===== config.mk =====
export PLATFORM = sky130hd
export DESIGN_NAME = ocu_ctrl
export DESIGN_NICKNAME = d
export VERILOG_FILES = /design/src/hdl/online_covariance_update_assert.svh /design/src/hdl/ocu_pkg.sv /design/src/hdl/ocu_ctrl.sv
export SDC_FILE = /design/constraint.sdc
export NUM_CORES = 1
export LEC_CHECK = 0
export ABC_AREA = 0
export BUFFER_PORTS_ARGS = -buffer_cell sky130_fd_sc_hd__buf_2
export CAP_MARGIN = 20
export CORE_MARGIN = 5
export CORE_UTILIZATION = 30
export CTS_BUF_LIST = sky130_fd_sc_hd__clkbuf_16
export CTS_CLUSTER_DIAMETER = 50
export CTS_CLUSTER_SIZE = 10
export DETAILED_ROUTE_END_ITERATION = 16
export MAX_ROUTING_LAYER = met4
export PLACE_DENSITY = 0.48
export SYNTH_ARGS = -nofsm -noshare
export SYNTH_HDL_FRONTEND = slang
export SYNTH_SLANG_ARGS = --single-unit
export TNS_END_PERCENT = 50

===== constraint.sdc =====
create_clock -name i_clk -period 2 [get_ports i_clk]
set_input_delay 0.4 -clock i_clk [delete_from_list [all_inputs] [get_ports i_clk]]
set_output_delay 0.4 -clock i_clk [all_outputs]
set_load 0.01 [all_outputs]

===== src/hdl/online_covariance_update_assert.svh =====
// Assertion macros for the online covariance update RTL.
// Needs i_clk and i_rst_n in the scope where they are used.
`ifndef ONLINE_COVARIANCE_UPDATE_ASSERT_SVH
`define ONLINE_COVARIANCE_UPDATE_ASSERT_SVH

// Same-cycle implication, checked out of reset.
`define OCU_ASSERT_IMPL(lbl, ante, cons) \
    lbl: assert property (@(posedge i_clk) disable iff (!i_rst_n) (ante) |-> (cons)) \
        else $error("online_covariance_update: assertion failed");

// Next-cycle implication, checked out of reset.
`define OCU_ASSERT_NEXT(lbl, ante, cons) \
    lbl: assert property (@(posedge i_clk) disable iff (!i_rst_n) (ante) |=> (cons)) \
        else $error("online_covariance_update: assertion failed");

`endif


===== src/hdl/ocu_pkg.sv =====
// Shared constants, types and helpers for the online covariance update block.
// No dependencies.
package ocu_pkg;

    localparam int N_DIMS    = 8;
    localparam int FRAC_BITS = 16;

    localparam int VAL_W  = 32;            // Q16.16 sample / mean
    localparam int IDX_W  = 3;
    localparam int CNT_W  = 32;            // sample count
    localparam int COV_W  = 48;            // Q32.16 covariance
    localparam int ST_W   = 2;
    localparam int DX_W   = VAL_W + 1;
    localparam int MAG_W  = VAL_W;         // |dx| < 2^32
    localparam int PROD_W = 2 * MAG_W;
    localparam int PMAG_W = PROD_W - FRAC_BITS;
    localparam int DIV_W  = ((PMAG_W > COV_W - 1) ? PMAG_W : COV_W - 1) + 1;
    localparam int NC_W   = DIV_W + 2;
    localparam int TRI_SIZE = N_DIMS * (N_DIMS + 1) / 2;
    localparam int POS_W  = $clog2(TRI_SIZE);

    localparam int IN_FIELDS_W  = VAL_W + IDX_W + CNT_W;
    localparam int IN_TDATA_W   = ((IN_FIELDS_W + 7) / 8) * 8;
    localparam int OUT_FIELDS_W = IDX_W + IDX_W + COV_W + VAL_W;
    localparam int OUT_TDATA_W  = ((OUT_FIELDS_W + 7) / 8) * 8;

    localparam logic [ST_W-1:0] ST_OK   = 2'd0;
    localparam logic [ST_W-1:0] ST_SAT  = 2'd1;
    localparam logic [ST_W-1:0] ST_ZERO = 2'd2;

    typedef struct packed {
        logic load;
        logic dx_start;
        logic mean_upd;
        logic rd;
        logic p_start;
        logic c_start;
        logic c_fin;
        logic emit;
        logic emit_zero;
    } t_dp_cmd;

    typedef struct packed {
        logic in_zero;
        logic in_bad;
        logic div_done;
        logic out_free;
        logic last_k;
    } t_dp_status;

    // Start of row i in the packed lower triangle.
    function automatic logic [POS_W-1:0] tri_base(input logic [IDX_W-1:0] idx);
        logic [POS_W+1:0] prod;
        prod = (POS_W+2)'(idx) * ((POS_W+2)'(idx) + (POS_W+2)'(1));
        return prod[POS_W:1];
    endfunction

endpackage


===== src/hdl/ocu_ctrl.sv =====
// Controller state machine sequencing the covariance update datapath.
// Depends on ocu_pkg.
module ocu_ctrl (
    input  logic                 i_clk,
    input  logic                 i_rst_n,
    input  logic                 i_in_valid,
    output logic                 o_in_ready,
    input  ocu_pkg::t_dp_status  i_status,
    output ocu_pkg::t_dp_cmd     o_cmd,
    output logic                 o_busy
);
    import ocu_pkg::*;

    typedef enum logic [8:0] {
        S_IDLE = 9'b000000001,
        S_DX   = 9'b000000010,
        S_MDIV = 9'b000000100,
        S_RD   = 9'b000001000,
        S_MUL  = 9'b000010000,
        S_PDIV = 9'b000100000,
        S_CDIV = 9'b001000000,
        S_OUT  = 9'b010000000,
        S_ZERO = 9'b100000000
    } t_state;

    t_state r_state, n_state;

    always_comb begin
        n_state = r_state;
        o_cmd   = '0;
        case (r_state)
            S_IDLE: begin
                if (i_in_valid) begin
                    o_cmd.load = 1'b1;
                    if (i_status.in_zero) begin
                        n_state = S_ZERO;
                    end else if (!i_status.in_bad) begin
                        n_state = S_DX;
                    end
                end
            end
            S_DX: begin
                o_cmd.dx_start = 1'b1;
                n_state        = S_MDIV;
            end
            S_MDIV: begin
                if (i_status.div_done) begin
                    o_cmd.mean_upd = 1'b1;
                    n_state        = S_RD;
                end
            end
            S_RD: begin
                o_cmd.rd = 1'b1;
                n_state  = S_MUL;
            end
            S_MUL: begin
                o_cmd.p_start = 1'b1;
                n_state       = S_PDIV;
            end
            S_PDIV: begin
                if (i_status.div_done) begin
                    o_cmd.c_start = 1'b1;
                    n_state       = S_CDIV;
                end
            end
            S_CDIV: begin
                if (i_status.div_done) begin
                    o_cmd.c_fin = 1'b1;
                    n_state     = S_OUT;
                end
            end
            S_OUT: begin
                if (i_status.out_free) begin
                    o_cmd.emit = 1'b1;
                    n_state    = i_status.last_k ? S_IDLE : S_RD;
                end
            end
            S_ZERO: begin
                if (i_status.out_free) begin
                    o_cmd.emit_zero = 1'b1;
                    n_state         = S_IDLE;
                end
            end
            default: begin
                n_state = S_IDLE;
            end
        endcase
    end

    always_ff @(posedge i_clk) begin
        if (!i_rst_n) begin
            r_state <= S_IDLE;
        end else begin
            r_state <= n_state;
        end
    end

    assign o_in_ready = (r_state == S_IDLE);
    assign o_busy     = (r_state != S_IDLE);

endmodule


==> flow_summary.toml, run 1 <==
[routing]
first_iter_violations = 35
wl_per_cell_um = 12.7
remaining_drc_errors = 0
drt-total-wl_um = 1740
detail-route-antenna-nets = 0
num_vias = 700
viasPerCell = 5.11
first_pass_iters = 4

[global_routing]
grt_first_pass_wirelength_um = 2940
grt_max_degree = 9
grt_pass1_vias = 653
antenna_found_initial = 0
grt_overflow_total = 0
globalRouteTotalUtil = 0.121

[clocking]
numCtsBuffers = 3
htree_levels = 1
clkTransAtPathRegs_ns = 0.04
cts-root-buf = "clkbuf_16"
clock_latency_ns = 0.23
cts_buffer_depth = 2
holdBufCountCts = 0
cts_tree = "built"
cts_sinks = 9

[logic_synthesis]
synth_top_family_by_area = "simple AND/OR/NAND/NOR gates"
async_flop_share = 0
synthMuxAreaShare = 0
yosys_warnings = 0
yosys.area_share.xor_xnor = 0.0414
synth_cell_types = 33
synth_fp_nets = 86
synth_cells = 78
synth.top_cell.area_share = 0.284
synth_top_area_cell = "dfxtp_1"
synthTopCellsByArea = "dfxtp_1 (28%), nor4b_1 (6.9%), and3_1 (4.9%)"
synthAdderAreaFrac = 0
seq_area_frac_synth = 0.284
synthFlopType = "dfxtp_1"
syn_area_per_cell_um2 = 8.13
syn_area_um2 = 634
synth-edff-count = 0
synth_seq_cells = 9
synth_compound_area_frac = 0.150
synth-simple-area-share = 0.456

[setup_path]
worst-path-max-fanout = 5
timing.rr.start = "r_state[2]$_SDFFE_PN0P_"
worstPathArrival_ns = 1.65
worst-path-buf-inv = 1
crit_slowest_cell = "or4_4"
startpoint = "r_state[4]$_SDFFE_PN0P_"
required_ns = 1.60
crit_path_cell_trace = "or4_4 -> nor4_4 -> and2_1 -> buf_2"
start_kind = "flop"
crit_type = "flop to primary output"
cpPeakStageDelay_ns = 0.59
path_delay_family = "simple AND/OR/NAND/NOR gates"
endpoint_kind = "primary output"

[placement]
dp_hpwl_um = 1350
routabilityCongestion = 0.759
place_ws_ns = 0.0800
port-buffer-count = 18

[timing]
finalHoldViolCount = 0
rsz0062_at_grt = "yes"
max_freq_mhz = 488
period_needed_ns = 2.05
maxSlewViolCount = 0
fin_ws_ns = -0.0501
post-route-period-util = 1.03
worst_slew_margin_rel = 0.742
worst_slew_pin_slew_ns = 0.382
finalSetupViolCount = 5
fin_skew_ns = 0.000281

[outcome]
violations = "setup timing"
status = "finished with violations"

[hold_path]
min-delay-path-class = "input port to flop"
hp-start = "i_status[4]"

[power_and_ir_drop]
ir_drop_mv = 0.484
power_density_nw_per_um2 = 725
p_leak_nw = 0.453
finalPower_uw = 698

[final_layout]
regMostFlops = "r_state"
area_growth_pct = 51.9
fin_nets = 119
post-route-util = 0.486
diodes = 0
drive_gt1_frac = 0.445
fill_cells = 200
reg_top3 = "r_state x9"
largest_register_ffs = 9

[floorplanning]
dieArea_um2 = 3130
coreArea_um2 = 1980
die_w_um = 56.0
initial_core_util = 0.320
die_y_um = 56.0
core.rowCount = 16
ios = 19

[job]
maxCapViolCount = 0
cell usage after synthesis, types with 2 or more instances:
cell type	n
nand3_1	3
nor2b_1	2
dfxtp_1	9
and2_1	3
nor2_1	3
o21ai_0	2
a21boi_1	2
nor4_1	5
inv_1	5
buf_2	2
o21a_1	3
nor4b_1	5
xnor2_1	2
o31ai_1	2
nand2_1	2
nand2b_1	3
and3_1	5
nor3_1	5
repair_timing:
action                     CTS  global route
setup endpoints to repair   10            10
resized for setup            5             6
setup buffers                0             2
pin swaps                    1             2
routing by layer:
layer,vias up,global-route usage,wire [um]
met3,5,0.0371,158
li1,354,-,-
met1,316,0.158,774
met4,0,0.0610,37
met2,25,0.167,769
met5,-,-,0
cells in the final DEF (no fill, tap or decap), drive strengths merged, types with 3 or more instances in the layout:
master	instances
buf	32
dfxtp	9
inv	6
nor4b	6
nor4	6
and3	5
nor3	5
and2	3
o21a	3
clkbuf	3
nand2b	3
nand3	3
o21ai	3
nand2	3
nor2	3
through the flow:
step / setup TNS [ns] / hold WS [ns] / area, um2 / std cells
floorplan: 0 / 0.479 / 634 / 78
global placement: 0 / 0.616 / 823 / 131
detailed placement: 0 / 0.613 / 823 / 131
CTS: -0.198 / 0.371 / 923 / 135
global route: -0.581 / 0.370 / 963 / 137
finish: -0.0789 / 0.369 / 963 / 137
path summary, 6_finish.rpt:
| check | slack (ns) | cells past startpoint | to |
|---|---|---|---|
| worst min-delay path | 0.37 | 2 | r_state[1]$_SDFFE_PN0P_ |
| worst max-delay path | -0.05 | 4 | o_cmd[8] |
| worst min register to register | 0.63 | 2 | r_state[4]$_SDFFE_PN0P_ |
| worst max register to register | 0.15 | 7 | r_state[6]$_SDFFE_PN0P_ |
worst register-to-register path: stages (launching register included):
cell and delay [ns]:
dfxtp_2 0.33, or4_4 0.54, buf_4 0.16, nor4_1 0.26
nor3_1 0.11, buf_4 0.16, a21boi_1 0.12, o21a_1 0.12
cell type report:
class                      count  area [um2]  area share
multi-input combinational     60         455       0.473
timing repair buffer          32         195       0.203
sequential                     9         181       0.188
clock buffer                   3        75.1      0.0779
tap                           27        33.8      0.0351
inverter                       5        18.8      0.0195
clock inverter                 1        3.75     0.00390
where the power goes:
part / internal [mW] / total, mW / switching [mW]
Clock: 0.261 / 0.342 / 0.0815
Combinational: 0.0806 / 0.161 / 0.0801
Sequential: 0.188 / 0.195 / 0.00792
Total: 0.529 / 0.698 / 0.170
logic make-up after synthesis:
kind of cell | after synthesis
buffers and inverters | 9
DFF | 9
AOI/OAI and AO/OA | 14
and+or+nand+nor | 43
xor gates and xnor gates | 3
Note: power is estimated with default switching activity, not from simulation.
==> inputs of run 2 (changes only) <==
- CAP_MARGIN: 20 -> 15
- CELL_PAD_IN_SITES_DETAIL_PLACEMENT: unset -> 2
- CELL_PAD_IN_SITES_GLOBAL_PLACEMENT: unset -> 2
- CORE_UTILIZATION: 30 -> 27
- CTS_CLUSTER_DIAMETER: 50 -> unset
- PLACE_DENSITY: 0.48 -> 0.72
==> run 2 against run 1 <==
Against the previous run: the run still ends with setup timing left; sequential share of layout area down 1.6 points; wire length rose by 60%; clock skew grew 0.0040 ns; cell count grew 5.1%; critical path type unchanged; global-route usage up 5.1 points; clock power increased by 3%; die area increased by 9.1%; design area increased by 11%; clock-buffer cell count unchanged; largest cell class unchanged; maximum frequency decreased by 3.2%; critical path depth increased by 1.
==> flow_summary.toml, run 2 (same netlist as run 1, synthesis figures left out) <==
[setup_path]
start_kind = "flop"
endpoint_kind = "primary output"
crit_slowest_cell = "or4_4"
path_delay_family = "simple AND/OR/NAND/NOR gates"
crit_path_cell_trace = "or4_4 -> buf_4 -> nor2_4 -> and3_1 -> buf_2"
worst-path-max-fanout = 5
worstPathArrival_ns = 1.72
crit_type = "flop to primary output"
required_ns = 1.60
cpPeakStageDelay_ns = 0.58
worst-path-buf-inv = 2

[final_layout]
drive_gt1_frac = 0.526
regArea_um2 = 184
final_cell_mix = "buf_4 (20), buf_2 (14), inv_1 (6), dfxtp_1 (6), nor4_1 (5)"
fill_cells = 259
fin_nets = 125
diodes = 0
multi_input_area_um2 = 485
final_common_cell = "buf_4"
regMostFlops = "r_state"
area_growth_pct = 68.2
largest_register_ffs = 9
reg_top3 = "r_state x9"
post-route-util = 0.478

[timing]
worst_slew_margin_rel = 0.652
rsz0062_at_grt = "yes"
period_needed_ns = 2.12
post-route-period-util = 1.06
finalSetupViolCount = 7
maxSlewViolCount = 0
worst_slew_pin_slew_ns = 0.517
worst_hold_slack_ns = 0.386
fin_skew_ns = 0.00427
fin_ws_ns = -0.118
max_freq_mhz = 472
finalHoldViolCount = 0

[routing]
first_iter_violations = 15
drt-total-wl_um = 2790
num_vias = 762
first_pass_iters = 4
wl_per_cell_um = 19.3
viasPerCell = 5.29
detail-route-antenna-nets = 0
remaining_drc_errors = 0

[clocking]
cts_sinks = 9
numCtsBuffers = 3
cts_tree = "built"
clkTransAtPathRegs_ns = 0.04
clock_latency_ns = 0.24
cts-root-buf = "clkbuf_16"
htree_levels = 1
cts_buffer_depth = 2

[global_routing]
globalRouteTotalUtil = 0.172
grt_max_degree = 9
grt_overflow_total = 0
grt_pass1_vias = 840
antenna_found_initial = 0
grt_first_pass_wirelength_um = 4240

[power_and_ir_drop]
p_leak_nw = 0.496
ir_drop_mv = 0.595
power_density_nw_per_um2 = 685

[floorplanning]
die_y_um = 58.5
core.rowCount = 17
ios = 19
dieArea_um2 = 3420
initial_core_util = 0.284
coreArea_um2 = 2230
die_w_um = 58.5

[hold_path]
min-delay-path-class = "input port to flop"

[placement]
dp_hpwl_um = 1720
port-buffer-count = 18
routabilityCongestion = 0.802

[outcome]
status = "finished with violations"
violations = "setup timing"

[job]
maxCapViolCount = 0
[run 2: per-stage QoR]
step           TNS, ns  total power, mW  worst slack [ns]  cell area, um2  cells
2_1_floorplan        0            0.274            0.0397             634     78
3_3_place_gp         0            0.326            0.0863             802    129
3_5_place_dp         0            0.331            0.0596             802    129
4_1_cts         -0.351            0.707            -0.106             968    137
5_1_grt          -1.50            0.772            -0.185            1070    144
6_report        -0.445            0.732            -0.118            1070    144
[run 2: what timing repair did]
action / CTS / global route
hold buffers: 0 / 0
buffers inserted: 4 / 7
endpoints found under the setup margin: 10 / 15
pin swaps: 8 / 4
resized for setup: 13 / 10
[run 2: cell type report]
class,instances,share of cell area
Timing Repair Buffer,38,0.249
Clock buffer,3,0.0703
Inverter,5,0.0176
Sequential cell,9,0.172
Tap cell,28,0.0328
Multi-Input combinational cell,60,0.455
Clock inverter,1,0.00352
[run 2: final timing paths]
path | to | depth (start not counted) | slack (ns) | from
hold reg to reg | r_state[4]$_SDFFE_PN0P_ | 2 | 0.67 | r_state[3]$_SDFFE_PN0P_
setup / recovery | o_cmd[6] | 5 | -0.12 | r_state[5]$_SDFFE_PN0P_
hold / removal | r_state[1]$_SDFFE_PN0P_ | 2 | 0.39 | i_status[4]
setup reg to reg | r_state[6]$_SDFFE_PN0P_ | 6 | 0.04 | r_state[2]$_SDFFE_PN0P_
[run 2: worst reg2reg max path, stage by stage, from the launching register on]
cell and delay (ns):
dfxtp_2 0.32, or4_4 0.56, buf_4 0.16, nor4_1 0.37
nor3_2 0.15, a21boi_1 0.19, o21a_1 0.15
[run 2: layer usage]
metal,part of all wire,vias up,track usage
met5,0,-,-
met2,0.47,25,0.281
met4,0.014,0,0.0497
li1,-,367,-
met1,0.46,366,0.214
met3,0.054,4,0.0329
[run 2: power by group]
part | switching [mW] | internal (mW) | total (mW)
combinational | 0.0946 | 0.0901 | 0.185
sequential | 0.00865 | 0.187 | 0.196
clock | 0.0894 | 0.261 | 0.351
==> inputs of run 3 (changes only) <==
- ABC_AREA: 0 -> 1
- CORE_UTILIZATION: 27 -> 26
- CTS_CLUSTER_SIZE: 10 -> 14
- PLACE_DENSITY: 0.72 -> 0.73
==> run 3 against run 2 <==
Against the previous run: the flow now finishes without violations; sequential share of layout area rose by 1.5 points; global-route usage decreased by 3.3 points; setup slack improved by 0.31 ns; total power up 130%.
==> flow_summary.toml, run 3 <==
[final_layout]
fin_nets = 153
drive_gt1_frac = 0.382
largest_register_ffs = 9
fill_cells = 360
final_common_cell = "nor2_1"
area_growth_pct = 27.2
final_cell_mix = "nor2_1 (25), nand2_1 (20), inv_1 (18), buf_2 (18)"
reg_top3 = "r_state x9"
fin_cells = 175
diodes = 0
regMostFlops = "r_state"

[routing]
remaining_drc_errors = 0
num_vias = 812
viasPerCell = 4.64
wl_per_cell_um = 14.5
detail-route-antenna-nets = 0
first_pass_iters = 2
first_iter_violations = 6
drt-total-wl_um = 2530

[logic_synthesis]
synthAdderAreaFrac = 0
synthTopCellsByArea = "dfxtp_1 (24%), nor2_1 (12%), nand2_1 (9.9%)"
synth-edff-count = 0
synth_cells = 123
synth.most_common_cell = "nor2_1"
synth_fp_nets = 131
seq_area_frac_synth = 0.238
synth_top_area_cell = "dfxtp_1"
yosys-top-cells-count = "nor2_1 (25), nand2_1 (20), inv_1 (18)"
async_flop_share = 0
syn_area_um2 = 756
synth_seq_cells = 9
synthFlopType = "dfxtp_1"
synth-simple-area-share = 0.593
synthMuxAreaShare = 0
syn_area_per_cell_um2 = 6.14
synth.top_cell.area_share = 0.238
yosys.area_share.xor_xnor = 0
yosys_warnings = 0
synth_cell_types = 21
synth_top_family_by_area = "simple AND/OR/NAND/NOR gates"
synth_compound_area_frac = 0.0447

[global_routing]
grt_pass1_vias = 934
antenna_found_initial = 0
grt_max_degree = 10
grt_overflow_total = 0
globalRouteTotalUtil = 0.139
grt_first_pass_wirelength_um = 4280

[hold_path]
holdPathStages = 4
hp-start = "i_status[4]"
min-delay-path-class = "input port to flop"
min_to = "r_state[1]$_SDFFE_PN0P_"

[floorplanning]
coreArea_um2 = 2780
ios = 19
die_w_um = 63.9
die_y_um = 63.9
dieArea_um2 = 4090
initial_core_util = 0.272
core.rowCount = 19

[clocking]
htree_levels = 1
cts_sinks = 9
clock_latency_ns = 0.23
cts-root-buf = "clkbuf_16"
numCtsBuffers = 3
cts_buffer_depth = 2
holdBufCountCts = 0
cts_tree = "built"
clkTransAtPathRegs_ns = 0.04
ctsResizeCount = 0
cts_setup_buffers = 0

[power_and_ir_drop]
switching_power_uw = 838
power_density_nw_per_um2 = 1750
p_clk_frac = 0.210
p_comb_frac = 0.606
seqPwrFrac = 0.184
p_int_uw = 844
swShare = 0.498
p_leak_nw = 0.560
finalPower_mw = 1.68
ir_drop_mv = 0.892

[setup_path]
worst-path-max-fanout = 4
required_ns = 1.60
worstReg2RegEnd = "r_state[3]$_SDFFE_PN0P_"
crit_path_cell_trace = "nor2_2 -> nand3_1 -> nor2_2 -> inv_2 -> nor2_1 -> buf_2"
crit_type = "flop to primary output"
endpoint_kind = "primary output"
critPathMostFrequentCell = "nor2_2"
timing.rr.start = "r_state[8]$_SDFFE_PN0P_"
worst-path-buf-inv = 2
cpPeakStageDelay_ns = 0.33
crit_slowest_cell = "dfxtp_1"
path_delay_family = "simple AND/OR/NAND/NOR gates"
worstPathArrival_ns = 1.40
reg2reg_slack_ns = 0.54
start_kind = "flop"
r2r_cells = 8

[timing]
max_freq_mhz = 554
maxSlewViolCount = 0
worst_slew_pin_slew_ns = 0.290
finalHoldViolCount = 0
rsz0062_at_grt = "no"
finalSetupViolCount = 0
post-route-period-util = 0.902
fin_skew_ns = 0.00425
worst_slew_margin_rel = 0.805
fin_tns_setup_ns = 0
period_needed_ns = 1.80

[placement]
place_inst = 171
port-buffer-count = 18
dp_hpwl_um = 2110
routabilityCongestion = 0.737

[outcome]
status = "completed"

[job]
maxCapViolCount = 0
run 3: how the worst max path moves through the flow:
stage                                        from       end  slack, ns  cells after the start
after floorplan           r_state[4]$_SDFFE_PN0P_  o_cmd[8]       0.53                      5
after global placement    r_state[5]$_SDFFE_PN0P_  o_cmd[8]       0.53                      6
after detailed placement  r_state[5]$_SDFFE_PN0P_  o_cmd[8]       0.44                      6
after CTS                 r_state[5]$_SDFFE_PN0P_  o_cmd[8]       0.17                      6
after global routing      r_state[5]$_SDFFE_PN0P_  o_cmd[8]       0.07                      6
final                     r_state[5]$_SDFFE_PN0P_  o_cmd[8]       0.20                      6
run 3: logic make-up after synthesis:
| family | count (synthesis) |
|---|---|
| AND/OR/NAND/NOR | 85 |
| AO/OA/AOI/OAI | 4 |
| buffers and inverters | 25 |
| flip-flops | 9 |
run 3: worst min-delay path, delay by kind of cell:
family	cells	cell delay (ns)
simple gates	2	0.11
buf+inv	2	0.12
run 3: power groups by stage:
stage | clock [mW] | sequential [mW] | combinational (mW)
global route | 0.380 | 0.320 | 1.16
finish | 0.354 | 0.309 | 1.02
detailed placement | 0 | 0.313 | 1.04
global placement | 0 | 0.311 | 0.991
CTS | 0.365 | 0.310 | 1.05
floorplan | 0 | 0.294 | 0.770
run 3: final cells by class:
type                            count  area (um2)  share of cell area
Multi-Input combinational cell     89         482               0.501
Tap cell                           31        38.8              0.0404
Inverter                           24        90.1              0.0937
Clock inverter                      1        5.00             0.00521
Sequential cell                     9         180               0.188
Timing Repair Buffer               18        90.1              0.0937
Clock buffer                        3        75.1              0.0781
run 3: through the flow:
step | setup slack (ns) | area [um2] | utilization | hold slack [ns]
2_1_floorplan | 0.533 | 756 | - | 0.497
3_5_place_dp | 0.440 | 881 | 0.317 | 0.529
5_1_grt | 0.0704 | 961 | 0.345 | 0.455
6_report | 0.196 | 961 | 0.345 | 0.441
4_1_cts | 0.173 | 961 | 0.345 | 0.439
3_3_place_gp | 0.528 | 881 | 0.317 | 0.522
run 3: per-layer routing:
layer | global-route usage | vias up | share of wire | wire (um)
met3 | 0.0210 | 2 | 0.017 | 43
met4 | 0.0545 | 0 | 0.013 | 34
met2 | 0.263 | 12 | 0.57 | 1430
met1 | 0.141 | 390 | 0.40 | 1020
li1 | - | 408 | - | -
met5 | - | - | 0 | 0
